$ cat src/binco_pkg.sv
// ----------------------------------------------------------------------------
// Binomial coefficient package
// Widths, the shared stage control type and the per-step divisor constants.
// ----------------------------------------------------------------------------
package binco_pkg;

  localparam int unsigned MaxN       = 31;
  localparam int unsigned NWidth     = 5;
  localparam int unsigned RWidth     = 5;
  localparam int unsigned ValueWidth = 29;
  // Folded r never exceeds 15, so 15 multiply/divide steps.
  localparam int unsigned NumSteps   = MaxN / 2;
  localparam int unsigned KWidth     = 4;

  typedef logic [NWidth-1:0]     n_t;
  typedef logic [KWidth-1:0]     k_t;
  typedef logic [ValueWidth-1:0] value_t;
  typedef logic [1:0]            shift_t;

  typedef struct packed {
    logic   valid;
    n_t     n;
    k_t     r;
    value_t res;
  } stage_t;

  // Count trailing zeros of a step divisor.
  function automatic shift_t k_shift(int unsigned k);
    shift_t      s;
    int unsigned v;
    s = '0;
    v = k;
    for (int i = 0; i < 3; i++) begin
      if (v != 0 && v[0] == 1'b0) begin
        v = v >> 1;
        s = s + 1'b1;
      end
    end
    return s;
  endfunction

  // Inverse of the odd part of a step divisor, modulo 2^ValueWidth.
  function automatic value_t k_inverse(int unsigned k);
    value_t o;
    value_t x;
    o = value_t'(k >> k_shift(k));
    x = o;
    for (int i = 0; i < 4; i++) begin
      x = x * (value_t'(2) - o * x);
    end
    return x;
  endfunction

endpackage

$ cat src/binco_step.sv
// ----------------------------------------------------------------------------
// Binomial coefficient step
// Two registers: res*(n-k+1), then exact divide by k as a shift and a
// multiply by the inverse of the odd part of k; inactive steps pass res.
// ----------------------------------------------------------------------------
module binco_step import binco_pkg::*; (
  input  logic   clk_i,
  input  logic   rst_ni,
  input  logic   en_i,
  input  k_t     k_i,
  input  shift_t shift_i,
  input  value_t inv_i,
  input  stage_t stage_i,
  output stage_t stage_o
);

  stage_t            mid_q, out_q, out_d;
  logic              act_q;
  logic [33:0]       prod_q;
  logic [NWidth:0]   fac;
  logic              act;

  assign act = (stage_i.n <= n_t'(MaxN)) && (stage_i.r >= k_i);
  assign fac = {1'b0, stage_i.n} - {2'b00, k_i} + (NWidth+1)'(1);

  always_ff @(posedge clk_i or negedge rst_ni) begin
    if (!rst_ni) begin
      mid_q  <= '0;
      out_q  <= '0;
      act_q  <= 1'b0;
      prod_q <= '0;
    end else if (en_i) begin
      mid_q  <= stage_i;
      act_q  <= act;
      prod_q <= 34'(stage_i.res) * 34'(fac);
      out_q  <= out_d;
    end
  end

  always_comb begin
    out_d = mid_q;
    if (act_q) begin
      out_d.res = value_t'(prod_q >> shift_i) * inv_i;
    end
  end

  assign stage_o = out_q;

endmodule

$ cat config.mk
export PLATFORM = sky130hd
export DESIGN_NAME = binco_step
export DESIGN_NICKNAME = d
export VERILOG_FILES = /design/src/binco_pkg.sv /design/src/binco_step.sv
export SDC_FILE = /design/constraint.sdc
export NUM_CORES = 2
export LEC_CHECK = 0
export ABC_AREA = 1
export BUFFER_PORTS_ARGS = -buffer_cell sky130_fd_sc_hd__clkbuf_2
export CORE_MARGIN = 2
export CORE_UTILIZATION = 45
export CTS_CLUSTER_DIAMETER = 200
export DETAILED_ROUTE_END_ITERATION = 16
export PLACE_DENSITY = 0.64
export SETUP_SLACK_MARGIN = 0.15
export SLEW_MARGIN = 30
export SYNTH_ARGS = -nofsm -noshare
export SYNTH_HDL_FRONTEND = slang
export SYNTH_SLANG_ARGS = --single-unit
$ cat constraint.sdc
create_clock -name clk_i -period 19.09 [get_ports clk_i]
set_input_delay 2.8635 -clock clk_i [delete_from_list [all_inputs] [get_ports clk_i]]
set_output_delay 2.8635 -clock clk_i [all_outputs]
set_load 0.01 [all_outputs]
==> flow_metrics.tcl <==
set metrics [dict create \
    skew_ns 0.0204 \
    syn_inst 2993 \
    status "complete, no violations" \
    crit_path_frequent_cell "fa_1" \
    fin_tns_setup_ns 0 \
    pin_count 116 \
    vias 19648 \
    ys_types 47 \
    cp_max_fo 30 \
    min-delay-path-class "flop to flop" \
    cts.sinks 111 \
    cts.clk_slew.worst_paths_ns 0.09 \
    core_area_sq_um 51100 \
    clock_latency_ns 0.38 \
    routed_via_density 5.28 \
    cp-end-kind "flop" \
    synth-simple-area-share 0.213 \
    drive_above_1_share 0.0648 \
    critPathSlowestCell "nand2_1" \
    diodes 0 \
    cts_max_level 3 \
    syn_area_sq_um 23200 \
    synth-seq-cells 111 \
    use_met3 0.0343 \
    drtIter0Drc 1497 \
    cts_tree "built" \
    ant_nets 0 \
    synth_top_area_frac 0.375 \
    cts_inserted_buffers 9 \
    firstDrtPassIters 6 \
    drv_cap 0 \
    place.gp.congestion 0.961 \
    finalNetCount 3706 \
    syn_avg_cell_area_sq_um 7.74 \
    first_global_vias 20567 \
    rsz0062_at_grt "no" \
    synth_top_family_by_area "adder cells" \
    synthXorXnorAreaFrac 0.0212 \
    syn2layout_area_growth_pct 6.07 \
    finalCritPeriodShare 0.595 \
    finalHoldViolCount 0 \
    hold_buffers 0 \
    synth_flop_cell "dfrtp_1" \
    final_cell_mix "nand2_1, inv_1, fa_1, nor2_1, ha_1" \
    die_area_sq_um 53300 \
    detailed_place_hpwl_um 57300 \
    max_freq_ghz 0.0881 \
    worst_slew_pin_slew_ns 1.08 \
    start_util 0.453 \
    fp.dieW_um 231 \
    slew_headroom 0.278 \
    ys_seq_area_frac 0.120 \
    route.detailed.drc 0 \
    drv_slew 0 \
    wirelength_um 69900 \
    met1_usage 0.371 \
    worstPathArrival_ns 11.68 \
    synth_top_cell_by_area "fa_1" \
    final_common_cell "nand2_1" \
    yosys_warnings 0 \
    rrSetupSlack_ns 10.67 \
    post_cts_buffers 0 \
    cp_slowest_stage_delay_ns 0.83 \
    synth_compound_area_frac 0.0590 \
    synth-edff-count 0 \
    gr-total-overflow 0 \
    post_cts_resize_count 0 \
    setup_viol 0 \
    cts-root-buf "clkbuf_16" \
    async_reset_ff_frac 1.00 \
    synthesis.nets 3665 \
    synthAdderAreaFrac 0.462 \
    row_count 83 \
    port_buffers 115 \
    crit_type "primary input to flop" \
    wl_per_cell_um 18.8 \
    grt_max_degree 112 \
    grt_pass1_wl_um 112000 \
    gr-usage-all-layers 0.272 \
    die_h_um 231 \
    min_period_ns 11.35 \
    top_usage_layer "met2" \
    antenna_found_initial 0 \
    required_ns 19.42 \
    worstSetupStartpointType "primary input" \
    muxShareOfSynthArea 0 \
    met2_usage 0.437 \
    cts.path.max_buffers 2 \
    synth_area_leaders "fa_1, nand2_1, dfrtp_1" \
]
[cells in the mapped netlist (3+ instances only)]
| cell type | number |
|---|---|
| inv_4 | 3 |
| o21ai_0 | 105 |
| or2_2 | 8 |
| buf_2 | 5 |
| buf_4 | 4 |
| a31oi_1 | 5 |
| ha_1 | 161 |
| xor2_1 | 29 |
| a21o_1 | 6 |
| inv_1 | 626 |
| nand3_1 | 112 |
| a211oi_1 | 5 |
| nand4_1 | 11 |
| nand2_1 | 774 |
| buf_6 | 4 |
| fa_1 | 434 |
| dfrtp_1 | 111 |
| o21bai_1 | 9 |
| nor3_1 | 5 |
| xnor2_1 | 20 |
| a21oi_1 | 92 |
| o211ai_1 | 7 |
| nor2_1 | 298 |
| buf_1 | 3 |
| inv_2 | 12 |
| nand2_2 | 15 |
| nand3_2 | 5 |
| clkbuf_1 | 81 |
| clkinv_1 | 9 |
| nor4_1 | 4 |
| o21ai_1 | 8 |
[critical path: cells and delay by family]
kind / cells / cell delay (ns)
buffers and inverters: 8 / 1.88
AOI/OAI and AO/OA: 5 / 1.18
and+or+nand+nor: 7 / 1.69
xor gates and xnor gates: 1 / 0.28
adders and majority gates: 9 / 3.75
[final cells by class]
cell class,count,area (sq um)
flip-flops and latches,111,2780
clock inverters,7,75.1
fillers,5177,26500
well taps,680,851
clock buffers,9,225
repair buffers,128,683
inverters,650,2450
multi-input cells,2134,17500
[stage by stage]
step                std cells  hold slack (ns)  worst slack, ns  instance area [sq um]  utilization
floorplan                2993            0.437             9.69                  23200            -
CTS                      3719            0.476             8.00                  24600        0.481
detailed placement       3703            0.457             7.64                  24300        0.475
global route             3719            0.500             7.46                  24600        0.481
finish                   3719            0.475             7.74                  24600        0.481
global placement         3703            0.450             7.66                  24300        0.475
[path summary, 6_finish.rpt]
path / cells past startpoint / to / startpoint
max reg2reg: 29 / stage_o[25] / prod_q[8]
min in group asynchronous: 1 / prod_q[11] / rst_ni
max: 30 / stage_o[25] / shift_i[1]
min reg2reg: 2 / mid_q[3] / mid_q[3]
min: 2 / mid_q[3] / mid_q[3]
max in group asynchronous: 2 / stage_o[8] / rst_ni
[registers in the layout (all words and copies together), names as in the netlist]
register,count
stage_o,39
act_q,1
prod_q,32
mid_q,39
[routing by layer]
layer	wire [um]	vias up
li1	-	8942
met5	0	-
met2	32400	746
met4	3300	0
met3	4540	150
met1	29600	9810
[kinds of logic (layout without fill, tap and decap cells)]
logic type      Yosys count  count (layout)
fa+ha+maj               595             595
xor+xnor                 52              52
flops                   111             111
simple gates           1238            1238
compound gates          249             249
buf+inv                 748             794
Power is left out: the tool's default activity adds up to more than one toggle a clock period on the data nets, which glitch-free logic cannot reach.
