## src/binco_pkg.sv

```systemverilog
// ----------------------------------------------------------------------------
// Binomial coefficient package
// Widths, the shared stage control type and the per-step divisor constants.
// ----------------------------------------------------------------------------
package binco_pkg;

  localparam int unsigned MaxN       = 31;
  localparam int unsigned NWidth     = 5;
  localparam int unsigned RWidth     = 5;
  localparam int unsigned ValueWidth = 29;
  // Folded r never exceeds 15, so 15 multiply/divide steps.
  localparam int unsigned NumSteps   = MaxN / 2;
  localparam int unsigned KWidth     = 4;

  typedef logic [NWidth-1:0]     n_t;
  typedef logic [KWidth-1:0]     k_t;
  typedef logic [ValueWidth-1:0] value_t;
  typedef logic [1:0]            shift_t;

  typedef struct packed {
    logic   valid;
    n_t     n;
    k_t     r;
    value_t res;
  } stage_t;

  // Count trailing zeros of a step divisor.
  function automatic shift_t k_shift(int unsigned k);
    shift_t      s;
    int unsigned v;
    s = '0;
    v = k;
    for (int i = 0; i < 3; i++) begin
      if (v != 0 && v[0] == 1'b0) begin
        v = v >> 1;
        s = s + 1'b1;
      end
    end
    return s;
  endfunction

  // Inverse of the odd part of a step divisor, modulo 2^ValueWidth.
  function automatic value_t k_inverse(int unsigned k);
    value_t o;
    value_t x;
    o = value_t'(k >> k_shift(k));
    x = o;
    for (int i = 0; i < 4; i++) begin
      x = x * (value_t'(2) - o * x);
    end
    return x;
  endfunction

endpackage

```

## src/binco_prep.sv

```systemverilog
// ----------------------------------------------------------------------------
// Binomial coefficient input stage
// Folds r to n - r when r is above n/2, and flags r above n.
// ----------------------------------------------------------------------------
module binco_prep import binco_pkg::*; (
  input  logic   clk_i,
  input  logic   rst_ni,
  input  logic   en_i,
  input  logic   valid_i,
  input  n_t     n_i,
  input  n_t     r_i,
  output stage_t stage_o
);

  stage_t stage_d, stage_q;
  n_t     rf;

  always_comb begin
    stage_d       = '0;
    stage_d.valid = valid_i;
    stage_d.n     = n_i;
    rf            = (r_i > (n_i >> 1)) ? n_i - r_i : r_i;
    stage_d.r     = rf[KWidth-1:0];
    stage_d.res   = (r_i > n_i) ? '0 : value_t'(1);
  end

  always_ff @(posedge clk_i or negedge rst_ni) begin
    if (!rst_ni) begin
      stage_q <= '0;
    end else if (en_i) begin
      stage_q <= stage_d;
    end
  end

  assign stage_o = stage_q;

endmodule

```

## config.mk

```make
export PLATFORM = sky130hd
export DESIGN_NAME = binco_prep
export DESIGN_NICKNAME = d
export VERILOG_FILES = /design/src/binco_pkg.sv /design/src/binco_prep.sv
export SDC_FILE = /design/constraint.sdc
export NUM_CORES = 1
export LEC_CHECK = 0
export BUFFER_PORTS_ARGS = -buffer_cell sky130_fd_sc_hd__buf_4
export CAP_MARGIN = 25
export CORE_MARGIN = 2
export CORE_UTILIZATION = 45
export DETAILED_ROUTE_END_ITERATION = 16
export PLACE_DENSITY = 0.8
export SLEW_MARGIN = 20
export SYNTH_ARGS = -nofsm -noshare
export SYNTH_HDL_FRONTEND = slang
export SYNTH_SLANG_ARGS = --single-unit
```

## constraint.sdc

```tcl
create_clock -name clk_i -period 1.15 [get_ports clk_i]
set_clock_uncertainty 0.1 [all_clocks]
set_input_delay 0.0575 -clock clk_i [delete_from_list [all_inputs] [get_ports clk_i]]
set_output_delay 0.0575 -clock clk_i [all_outputs]
set_load 0.02 [all_outputs]
```

==> results.py, run 1 <==
metrics = {
    "job": {
        "drv.max_cap_violation_count": 0,
    },
    "routing": {
        "drt-total-wl_um": 2390,
        "route.antenna.remaining_nets": 0,
        "dr_total_vias": 863,
        "drt_drc_violations_left": 0,
        "via_per_inst": 4.61,
        "wl_per_cell_um": 12.8,
        "first_iter_violations": 18,
        "drt_pass1_iterations": 4,
    },
    "worst_setup_path": {
        "path_max_fanout": 2,
        "cp-end-kind": "flop",
        "critPathRequiredTime_ns": 1.20,
        "critical_register_to_register_path_startpoint": "stage_o[29]$_DFFE_PN0P_",
        "crit_cells": 8,
        "worstSetupStartpoint": "n_i[0]",
        "cp.arrival_ns": 1.33,
        "setup.worst_path.start_class": "input pin",
        "reg2reg_slack_ns": 0.16,
        "cpPeakStageDelay_ns": 0.32,
        "cp_num_buf_inv": 3,
        "timing.critical_path.cells": "buf_12, inv_12, ha_4, inv_2, fa_2, xor2_1, or3_1, a31o_1",
        "critical_path.top_delay_family": "adder cells",
        "crit_type": "in2reg",
        "worst_path_slowest_cell": "sky130_fd_sc_hd__fa_2",
        "path_depth_of_the_worst_reg2reg_path": 3,
    },
    "place": {
        "post-place-ws_ns": -0.534,
        "io_buffers": 24,
        "placement.cell_area_sq_mm": 0.00132,
        "post-dp-hpwl_um": 1780,
        "routabilityCongestion": 0.800,
    },
    "floorplan": {
        "floorplan.rows": 17,
        "die_w_um": 52.0,
        "core-area_sq_mm": 0.00219,
        "initial_util_pct": 47.4,
        "die-area_sq_mm": 0.00271,
        "die_height_um": 52.0,
        "ios": 53,
    },
    "timing": {
        "setup_repair_after_global_routing_missed_its_margin": "true",
        "maximum_clock_frequency_mhz": 782,
        "clock_period_minus_final_worst_setup_slack_ns": 1.28,
        "timing.final.crit_share_pct": 111,
        "number_of_slew_limit_violations_in_the_final_report": 0,
        "finalHoldViolations": 0,
        "finish_stage_setup_viols": 3,
        "tns_ns": -0.233,
        "finalWorstSetupSlack_ns": -0.129,
        "hold_ws_ns": 0.0569,
    },
    "grt": {
        "grt_pass1_wl_um": 3900,
        "globalRoute.busiestLayer": "met2",
        "grt_use_total_pct": 19.2,
        "groute.layer.met1.usage_pct": 23.5,
        "grt_overflow": 0,
        "vias_in_the_first_global_route": 898,
        "grt.met3_usage_pct": 2.30,
        "number_of_antenna_violations_at_the_first_check_in_global_routing": 0,
        "grtUsageMet2_pct": 34.4,
        "pin_count_of_the_biggest_net_entering_global_routing": 21,
    },
    "run_status": {
        "violations": "setup timing",
        "run_status": "finished, violations left",
    },
    "final_layout": {
        "largest_register_ff_count": 11,
        "register_area_sq_um": 275,
        "area_growth_syn_to_layout_pct": 51.6,
        "insertedDiodeCount": 0,
        "fin_area_sq_mm": 0.00157,
        "layout.filler_cells": 140,
        "area_used_by_multi_input_combinational_logic_sq_um": 752,
        "drive_above_1_share_pct": 48.4,
        "nets": 187,
    },
    "synth": {
        "synth_enable_flop_cells": 0,
        "synth-seq-area-share_pct": 26.5,
        "yosys.area.top_type_share_pct": 26.5,
        "post_synth_num_cell_types": 32,
        "synth_seq_cells": 11,
        "synth_top_cell_by_area": "sky130_fd_sc_hd__dfrtp_1",
        "post_syn_instances": 113,
        "synth_top_flop_cell": "sky130_fd_sc_hd__dfrtp_1",
        "mappedNetlistArea_sq_mm": 0.00104,
        "most_frequent_cell_after_synthesis": "sky130_fd_sc_hd__buf_4",
        "synthTopCellsByArea": "sky130_fd_sc_hd__dfrtp_1 (27%), sky130_fd_sc_hd__buf_4 (20%), sky130_fd_sc_hd__ha_1 (14%)",
        "synthesis.yosys.warnings": 0,
        "postSynthAreaPerCell_sq_um": 9.19,
        "share_of_synthesized_registers_carrying_an_async_set_or_reset_pct": 100,
        "netlist_top_cells_count": "sky130_fd_sc_hd__buf_4 (28), sky130_fd_sc_hd__inv_1 (13), sky130_fd_sc_hd__ha_1 (12)",
    },
    "cts": {
        "clock_tree_from_tritoncts": "done",
        "numClockSinks": 11,
        "ctsRootBufferMaster": "sky130_fd_sc_hd__clkbuf_4",
        "max_h_tree_level": 1,
        "clock_latency_ns": 0.26,
        "clk_pin_slew_worst_paths_ns": 0.07,
        "number_of_buffers_created_by_cts": 3,
        "ctsLongestPathBuffers": 2,
    },
    "worst_hold_path": {
        "timing.hold.worst.class": "in2async",
    },
    "power_and_ir_drop": {
        "leak_nw": 0.751,
        "p_per_area_mw_per_mm2": 921,
        "peakVddDrop_mv": 0.763,
    },
}
-- cell families after synthesis --
| group | share of synthesized area, % |
|---|---|
| adder cells (fa/ha/maj) | 16.4 |
| flip-flops | 26.5 |
| other | 0.361 |
| multiplexers | 6.51 |
| AND/OR/NAND/NOR | 10.6 |
| buffers and inverters | 25.9 |
| AO/OA/AOI/OAI | 12.0 |
| XOR/XNOR | 1.69 |
-- path summary, 6_finish.rpt --
check	to
max in group asynchronous	stage_o[31]$_DFFE_PN0P_
worst max register to register	stage_o[29]$_DFFE_PN0P_
worst min-delay path	stage_o[38]$_DFFE_PN0P_
worst max-delay path	stage_o[31]$_DFFE_PN0P_
worst min register to register	stage_o[38]$_DFFE_PN0P_
min in group clk_i	stage_o[0]$_DFFE_PN0P_
-- layout by cell type, fill, tap and decap left out, types with 5 or more instances in the layout --
cell type	n
sky130_fd_sc_hd__inv_1	6
sky130_fd_sc_hd__conb_1	28
sky130_fd_sc_hd__buf_4	31
sky130_fd_sc_hd__dfrtp_1	11
sky130_fd_sc_hd__mux2_2	6
sky130_fd_sc_hd__buf_6	5
sky130_fd_sc_hd__dlygate4sd3_1	6
sky130_fd_sc_hd__ha_1	5
sky130_fd_sc_hd__ha_4	6
-- repair_timing --
item,in CTS,in global routing
hold buffers,6,0
setup buffers,1,0
resized for setup,17,17
pin swaps,13,8
endpoints found under the hold margin,16,0
endpoints found under the setup margin,5,5
-- area by class of cell --
| cell class | instances | area share [%] |
|---|---|---|
| Sequential cell | 11 | 17.5 |
| Tap cell | 28 | 2.23 |
| Timing Repair Buffer | 45 | 25.7 |
| Inverter | 13 | 5.17 |
| Clock buffer | 4 | 1.67 |
| Multi-Input combinational cell | 86 | 47.8 |
-- per-stage QoR --
step / total power, mW / std cells / util (%)
2_1_floorplan: 0.906 / 140 / -
3_3_place_gp: 1.06 / 177 / 60.3
3_5_place_dp: 1.08 / 177 / 60.3
4_1_cts: 1.39 / 188 / 67.6
5_1_grt: 1.55 / 187 / 71.8
6_report: 1.45 / 187 / 71.8
-- metal layers --
layer  vias up  share of wire (%)
met2        34                 53
met1       406                 41
met3         2                4.9
li1        421                  -
met4         0               0.80
met5         -                  0
-- report_power, final --
| group | switching (mW) | leakage (nW) | internal [mW] |
|---|---|---|---|
| Sequential | 0.0281 | 0.129 | 0.439 |
| Clock | 0.120 | 0.0150 | 0.134 |
| Combinational | 0.386 | 0.607 | 0.342 |
| Total | 0.534 | 0.751 | 0.915 |
No activity file was read; power rests on OpenSTA's default activity.
==> inputs of run 2 (changes only) <==
--- a/config.mk
+++ b/config.mk
@@ -10,7 +10,7 @@
 export CORE_MARGIN = 2
 export CORE_UTILIZATION = 45
 export DETAILED_ROUTE_END_ITERATION = 16
-export PLACE_DENSITY = 0.8
+export PLACE_DENSITY = 0.79
 export SLEW_MARGIN = 20
 export SYNTH_ARGS = -nofsm -noshare
 export SYNTH_HDL_FRONTEND = slang
==> constraint.sdc (replaced) <==
create_clock -name clk_i -period 1.15 [get_ports clk_i]
set_clock_uncertainty 0.1 [all_clocks]
set_input_delay 0.1725 -clock clk_i [delete_from_list [all_inputs] [get_ports clk_i]]
set_output_delay 0.1725 -clock clk_i [all_outputs]
set_load 0.02 [all_outputs]
==> run 2 against run 1 <==
Against the previous run:
- the run still ends with setup timing left
- hold slack lost 0.012 ns
- sequential cell count is the same
- die area is the same
- maximum frequency shrank 8.0%
- combinational power shrank 0.7%
- final area shrank 0.16%
- clock-buffer cell count is the same
- via count grew 2.0%
- clock power is essentially flat
- critical path type unchanged
- critical endpoint unchanged
- largest cell class unchanged
==> results.py, run 2 (same netlist as run 1, synthesis figures left out) <==
metrics = {
    "place": {
        "io_buffers": 24,
        "routabilityCongestion": 0.774,
        "post-dp-hpwl_um": 1810,
        "dpl.cell_count": 180,
    },
    "timing": {
        "timing.final.crit_share_pct": 121,
        "finalHoldViolations": 0,
        "setup_repair_after_global_routing_missed_its_margin": "true",
        "finalWorstSetupSlack_ns": -0.240,
        "hold_ws_ns": 0.0452,
        "number_of_slew_limit_violations_in_the_final_report": 0,
        "clock_period_minus_final_worst_setup_slack_ns": 1.39,
        "finish_stage_setup_viols": 4,
        "maximum_clock_frequency_mhz": 719,
    },
    "grt": {
        "grt_pass1_wl_um": 3790,
        "vias_in_the_first_global_route": 847,
        "grt_use_total_pct": 19.0,
        "grt_overflow": 0,
        "number_of_antenna_violations_at_the_first_check_in_global_routing": 0,
        "pin_count_of_the_biggest_net_entering_global_routing": 19,
    },
    "worst_hold_path": {
        "timing.hold.worst.class": "in2reg",
    },
    "worst_setup_path": {
        "setup.worst_path.start_class": "input pin",
        "cp.arrival_ns": 1.45,
        "critical_path.top_delay_family": "adder cells",
        "path_max_fanout": 2,
        "timing.critical_path.cells": "buf_12, inv_12, ha_4, inv_2, fa_2, xor2_1, or3_4, a31o_1",
        "critPathRequiredTime_ns": 1.21,
        "cpPeakStageDelay_ns": 0.33,
        "worst_path_slowest_cell": "sky130_fd_sc_hd__fa_2",
        "crit_type": "in2reg",
        "cp-end-kind": "flop",
        "cp_num_buf_inv": 3,
    },
    "floorplan": {
        "core-area_sq_mm": 0.00219,
        "die_w_um": 52.0,
        "die-area_sq_mm": 0.00271,
        "floorplan.rows": 17,
        "die_height_um": 52.0,
        "ios": 53,
        "initial_util_pct": 47.4,
    },
    "cts": {
        "ctsRootBufferMaster": "sky130_fd_sc_hd__clkbuf_4",
        "clk_pin_slew_worst_paths_ns": 0.07,
        "numClockSinks": 11,
        "max_h_tree_level": 1,
        "clock_tree_from_tritoncts": "done",
        "ctsLongestPathBuffers": 2,
        "clock_latency_ns": 0.27,
        "number_of_buffers_created_by_cts": 3,
    },
    "final_layout": {
        "largest_register_ff_count": 11,
        "drive_above_1_share_pct": 51.2,
        "area_growth_syn_to_layout_pct": 51.3,
        "nets": 188,
        "register_area_sq_um": 275,
        "layout.cells.most_common": "sky130_fd_sc_hd__buf_4",
        "layout.cells.most_common_list": "sky130_fd_sc_hd__buf_4 (31), sky130_fd_sc_hd__conb_1 (28), sky130_fd_sc_hd__buf_6 (11), sky130_fd_sc_hd__dfrtp_1 (11), sky130_fd_sc_hd__ha_4 (7)",
        "layout.filler_cells": 147,
        "final-instance-count-excl-fill": 188,
        "area_used_by_multi_input_combinational_logic_sq_um": 732,
        "finish.utilization_pct": 71.7,
        "insertedDiodeCount": 0,
    },
    "power_and_ir_drop": {
        "peakVddDrop_mv": 0.780,
        "p_per_area_mw_per_mm2": 922,
        "leak_nw": 0.761,
    },
    "routing": {
        "drt_pass1_iterations": 4,
        "dr_total_vias": 880,
        "via_per_inst": 4.68,
        "drt_drc_violations_left": 0,
        "wl_per_cell_um": 12.7,
        "route.antenna.remaining_nets": 0,
        "drt-total-wl_um": 2390,
        "first_iter_violations": 16,
    },
    "job": {
        "drv.max_cap_violation_count": 0,
    },
    "run_status": {
        "run_status": "finished, violations left",
        "violations": "setup timing",
    },
}
==> run 2: routing by layer <==
layer | vias to the layer above | GRT usage (%) | routed length [um]
met5 | - | 0 | 0
met4 | 0 | 5.26 | 29
met3 | 4 | 1.15 | 115
met2 | 38 | 35.2 | 1240
met1 | 421 | 23.5 | 1010
li1 | 417 | - | -
==> run 2: layout make-up <==
| class | count | area share [%] |
|---|---|---|
| Clock buffer | 4 | 1.67 |
| Inverter | 13 | 5.18 |
| Multi-Input combinational cell | 86 | 46.6 |
| Sequential cell | 11 | 17.5 |
| Tap cell | 28 | 2.23 |
| Timing Repair Buffer | 46 | 26.8 |
==> run 2: final timing paths <==
check,startpoint,endpoint,slack [ns],cells after the start
setup / recovery,n_i[0],stage_o[31]$_DFFE_PN0P_,-0.24,8
hold / removal,valid_i,stage_o[38]$_DFFE_PN0P_,0.05,2
setup reg to reg,stage_o[29]$_DFFE_PN0P_,stage_o[29]$_DFFE_PN0P_,0.08,3
hold reg to reg,stage_o[36]$_DFFE_PN0P_,stage_o[36]$_DFFE_PN0P_,0.41,1
max in group asynchronous,rst_ni,stage_o[37]$_DFFE_PN0P_,0.63,2
min in group asynchronous,rst_ni,stage_o[30]$_DFFE_PN0P_,0.17,2
==> run 2: timing repair <==
item / CTS / global route
setup endpoints to repair: 5 / 5
pin swaps: 15 / 9
hold buffers: 1 / 0
hold endpoints to repair: 11 / 0
gates resized for setup: 23 / 15
setup buffers: 2 / 1
==> run 2: through the flow <==
step / power (mW) / TNS [ns] / worst slack, ns / area, sq um
after global routing: 1.53 / -0.972 / -0.289 / 1570
after detailed placement: 1.09 / -2.43 / -0.657 / 1360
after floorplan: 0.910 / -1.08 / -0.433 / 1230
after CTS: 1.42 / -0.714 / -0.258 / 1500
final: 1.45 / -0.713 / -0.240 / 1570
after global placement: 1.07 / -2.33 / -0.620 / 1360
==> run 2: report_power, final <==
part           internal [mW]  total, mW  switching [mW]  leakage [nW]
registers              0.439      0.470          0.0305         0.129
clock network          0.134      0.257           0.123        0.0150
logic                  0.348      0.723           0.375         0.617
==> inputs of run 3 (changes only) <==
--- a/config.mk
+++ b/config.mk
@@ -10,7 +10,7 @@
 export CORE_MARGIN = 2
 export CORE_UTILIZATION = 45
 export DETAILED_ROUTE_END_ITERATION = 16
-export PLACE_DENSITY = 0.79
+export PLACE_DENSITY = 0.9
 export SLEW_MARGIN = 20
 export SYNTH_ARGS = -nofsm -noshare
 export SYNTH_HDL_FRONTEND = slang
==> constraint.sdc (replaced) <==
create_clock -name clk_i -period 1.73 [get_ports clk_i]
set_clock_uncertainty 0.1 [all_clocks]
set_input_delay 0.2595 -clock clk_i [delete_from_list [all_inputs] [get_ports clk_i]]
set_output_delay 0.2595 -clock clk_i [all_outputs]
set_load 0.02 [all_outputs]
==> run 3 against run 2 <==
Against the previous run:
- the run now ends clean
- via count shrank 8.5%
- sequential cell count unchanged
- sequential power fell by 34%
- clock-buffer cell count is the same
- global-route usage down 3.3 points
- critical path type unchanged
==> results.py, run 3 (same netlist as run 1, synthesis figures left out) <==
metrics = {
    "run_status": {
        "run_status": "finished clean",
    },
    "worst_hold_path": {
        "timing.hold.worst.class": "in2reg",
    },
    "grt": {
        "pin_count_of_the_biggest_net_entering_global_routing": 21,
        "grt_use_total_pct": 15.7,
        "grt_overflow": 0,
        "number_of_antenna_violations_at_the_first_check_in_global_routing": 0,
        "grt_pass1_wl_um": 3210,
        "vias_in_the_first_global_route": 741,
    },
    "worst_setup_path": {
        "worst_path_slowest_cell": "sky130_fd_sc_hd__fa_1",
        "crit_type": "in2reg",
        "cp-end-kind": "flop",
        "cpPeakStageDelay_ns": 0.38,
        "path_max_fanout": 2,
        "critPathMostFrequentCell": "sky130_fd_sc_hd__inv_1",
        "critPathRequiredTime_ns": 1.79,
        "setup.worst_path.start_class": "input pin",
        "timing.critical_path.cells": "buf_4, inv_1, ha_1, inv_1, fa_1, xor2_1, or3_1, a31o_1",
        "cp.arrival_ns": 1.70,
    },
    "cts": {
        "clock_latency_ns": 0.26,
        "ctsLongestPathBuffers": 2,
        "clk_pin_slew_worst_paths_ns": 0.07,
        "numClockSinks": 11,
        "clock_tree_from_tritoncts": "done",
        "max_h_tree_level": 1,
        "ctsRootBufferMaster": "sky130_fd_sc_hd__clkbuf_4",
        "number_of_buffers_created_by_cts": 3,
        "cts.repair.resized": 0,
    },
    "routing": {
        "dr_total_vias": 805,
        "wl_per_cell_um": 11.6,
        "via_per_inst": 4.63,
        "first_iter_violations": 9,
        "route.antenna.remaining_nets": 0,
        "drt_pass1_iterations": 4,
        "drt-total-wl_um": 2010,
        "drt_drc_violations_left": 0,
    },
    "floorplan": {
        "die-area_sq_mm": 0.00271,
        "die_w_um": 52.0,
        "initial_util_pct": 47.4,
        "ios": 53,
        "floorplan.rows": 17,
        "core-area_sq_mm": 0.00219,
        "die_height_um": 52.0,
    },
    "final_layout": {
        "insertedDiodeCount": 0,
        "area_growth_syn_to_layout_pct": 17.8,
        "drive_above_1_share_pct": 28.8,
        "final-instance-count-excl-fill": 174,
        "layout.cells.most_common": "sky130_fd_sc_hd__buf_4",
        "largest_register_ff_count": 11,
        "fin_area_sq_mm": 0.00122,
        "layout.filler_cells": 178,
        "finish.utilization_pct": 55.9,
        "nets": 174,
        "layout.cells.most_common_list": "sky130_fd_sc_hd__buf_4 (31), sky130_fd_sc_hd__conb_1 (28), sky130_fd_sc_hd__inv_1 (13), sky130_fd_sc_hd__ha_1 (12), sky130_fd_sc_hd__dfrtp_1 (11)",
    },
    "timing": {
        "finalHoldViolations": 0,
        "maximum_clock_frequency_mhz": 607,
        "setup_repair_after_global_routing_missed_its_margin": "false",
        "finish_stage_setup_viols": 0,
        "timing.final.crit_share_pct": 95.2,
        "clock_period_minus_final_worst_setup_slack_ns": 1.65,
        "number_of_slew_limit_violations_in_the_final_report": 0,
    },
    "place": {
        "placement.cell_area_sq_mm": 0.00119,
        "dpl.cell_count": 169,
        "post-dp-hpwl_um": 1610,
        "routabilityCongestion": 0.864,
        "io_buffers": 24,
    },
    "power_and_ir_drop": {
        "leak_nw": 0.649,
        "total_power_draw_mw": 0.849,
        "p_per_area_mw_per_mm2": 694,
        "peakVddDrop_mv": 0.546,
    },
    "job": {
        "drv.max_cap_violation_count": 0,
    },
}
run 3: cell types whose count changed in the layout (fill, tap and decap cells not counted), sizes merged:
cell,previous run,this run
buf,45,31
run 3: worst max-delay path: cells and delay by family:
kind / cells / cell delay (ns)
xor+xnor: 1 / 0.17
fa+ha+maj: 2 / 0.53
compound gates: 1 / 0.22
simple gates: 1 / 0.30
buf+inv: 3 / 0.22
run 3: power by group:
group          internal [mW]  total (mW)  switching (mW)
clock network         0.0891       0.172          0.0834
registers              0.292       0.310          0.0177
logic                  0.155       0.367           0.212
run 3: metrics by stage:
| stage | setup WS [ns] | TNS, ns | hold WS [ns] |
|---|---|---|---|
| 2_1_floorplan | 0.00852 | 0 | -0.136 |
| 3_5_place_dp | -0.196 | -0.370 | 0.00333 |
| 6_report | 0.0826 | 0 | 0.132 |
| 5_1_grt | 0.0303 | 0 | 0.125 |
| 4_1_cts | 0.0905 | 0 | 0.128 |
| 3_3_place_gp | -0.136 | -0.255 | -0.00272 |
run 3: worst paths after layout:
path,from,end,slack [ns],depth (start not counted)
min in group asynchronous,rst_ni,stage_o[31]$_DFFE_PN0P_,0.30,2
max in group asynchronous,rst_ni,stage_o[0]$_DFFE_PN0P_,1.07,2
worst max register to register,stage_o[29]$_DFFE_PN0P_,stage_o[29]$_DFFE_PN0P_,0.70,3
worst min-delay path,valid_i,stage_o[38]$_DFFE_PN0P_,0.13,2
worst min register to register,stage_o[38]$_DFFE_PN0P_,stage_o[38]$_DFFE_PN0P_,0.42,1
worst max-delay path,n_i[0],stage_o[31]$_DFFE_PN0P_,0.08,8
run 3: area by class of cell:
cell class	count	area, sq um	share of cell area [%]
timing repair buffer	32	243	19.8
clock buffer	4	26.3	2.15
multi-input combinational	86	596	48.7
inverter	13	48.8	3.99
tap	28	35.0	2.86
sequential	11	275	22.5
run 3: timing repair:
action	4_1_cts	5_1_grt
hold buffers	1	0
buffers inserted	0	0
hold endpoints to repair	11	0
run 3: per-layer routing:
layer	GRT usage, %	part of all wire, %	vias up
met1	17.8	41	370
met4	5.26	0.79	0
li1	-	-	391
met2	30.4	52	42
met3	1.15	5.9	2
met5	0	0	-
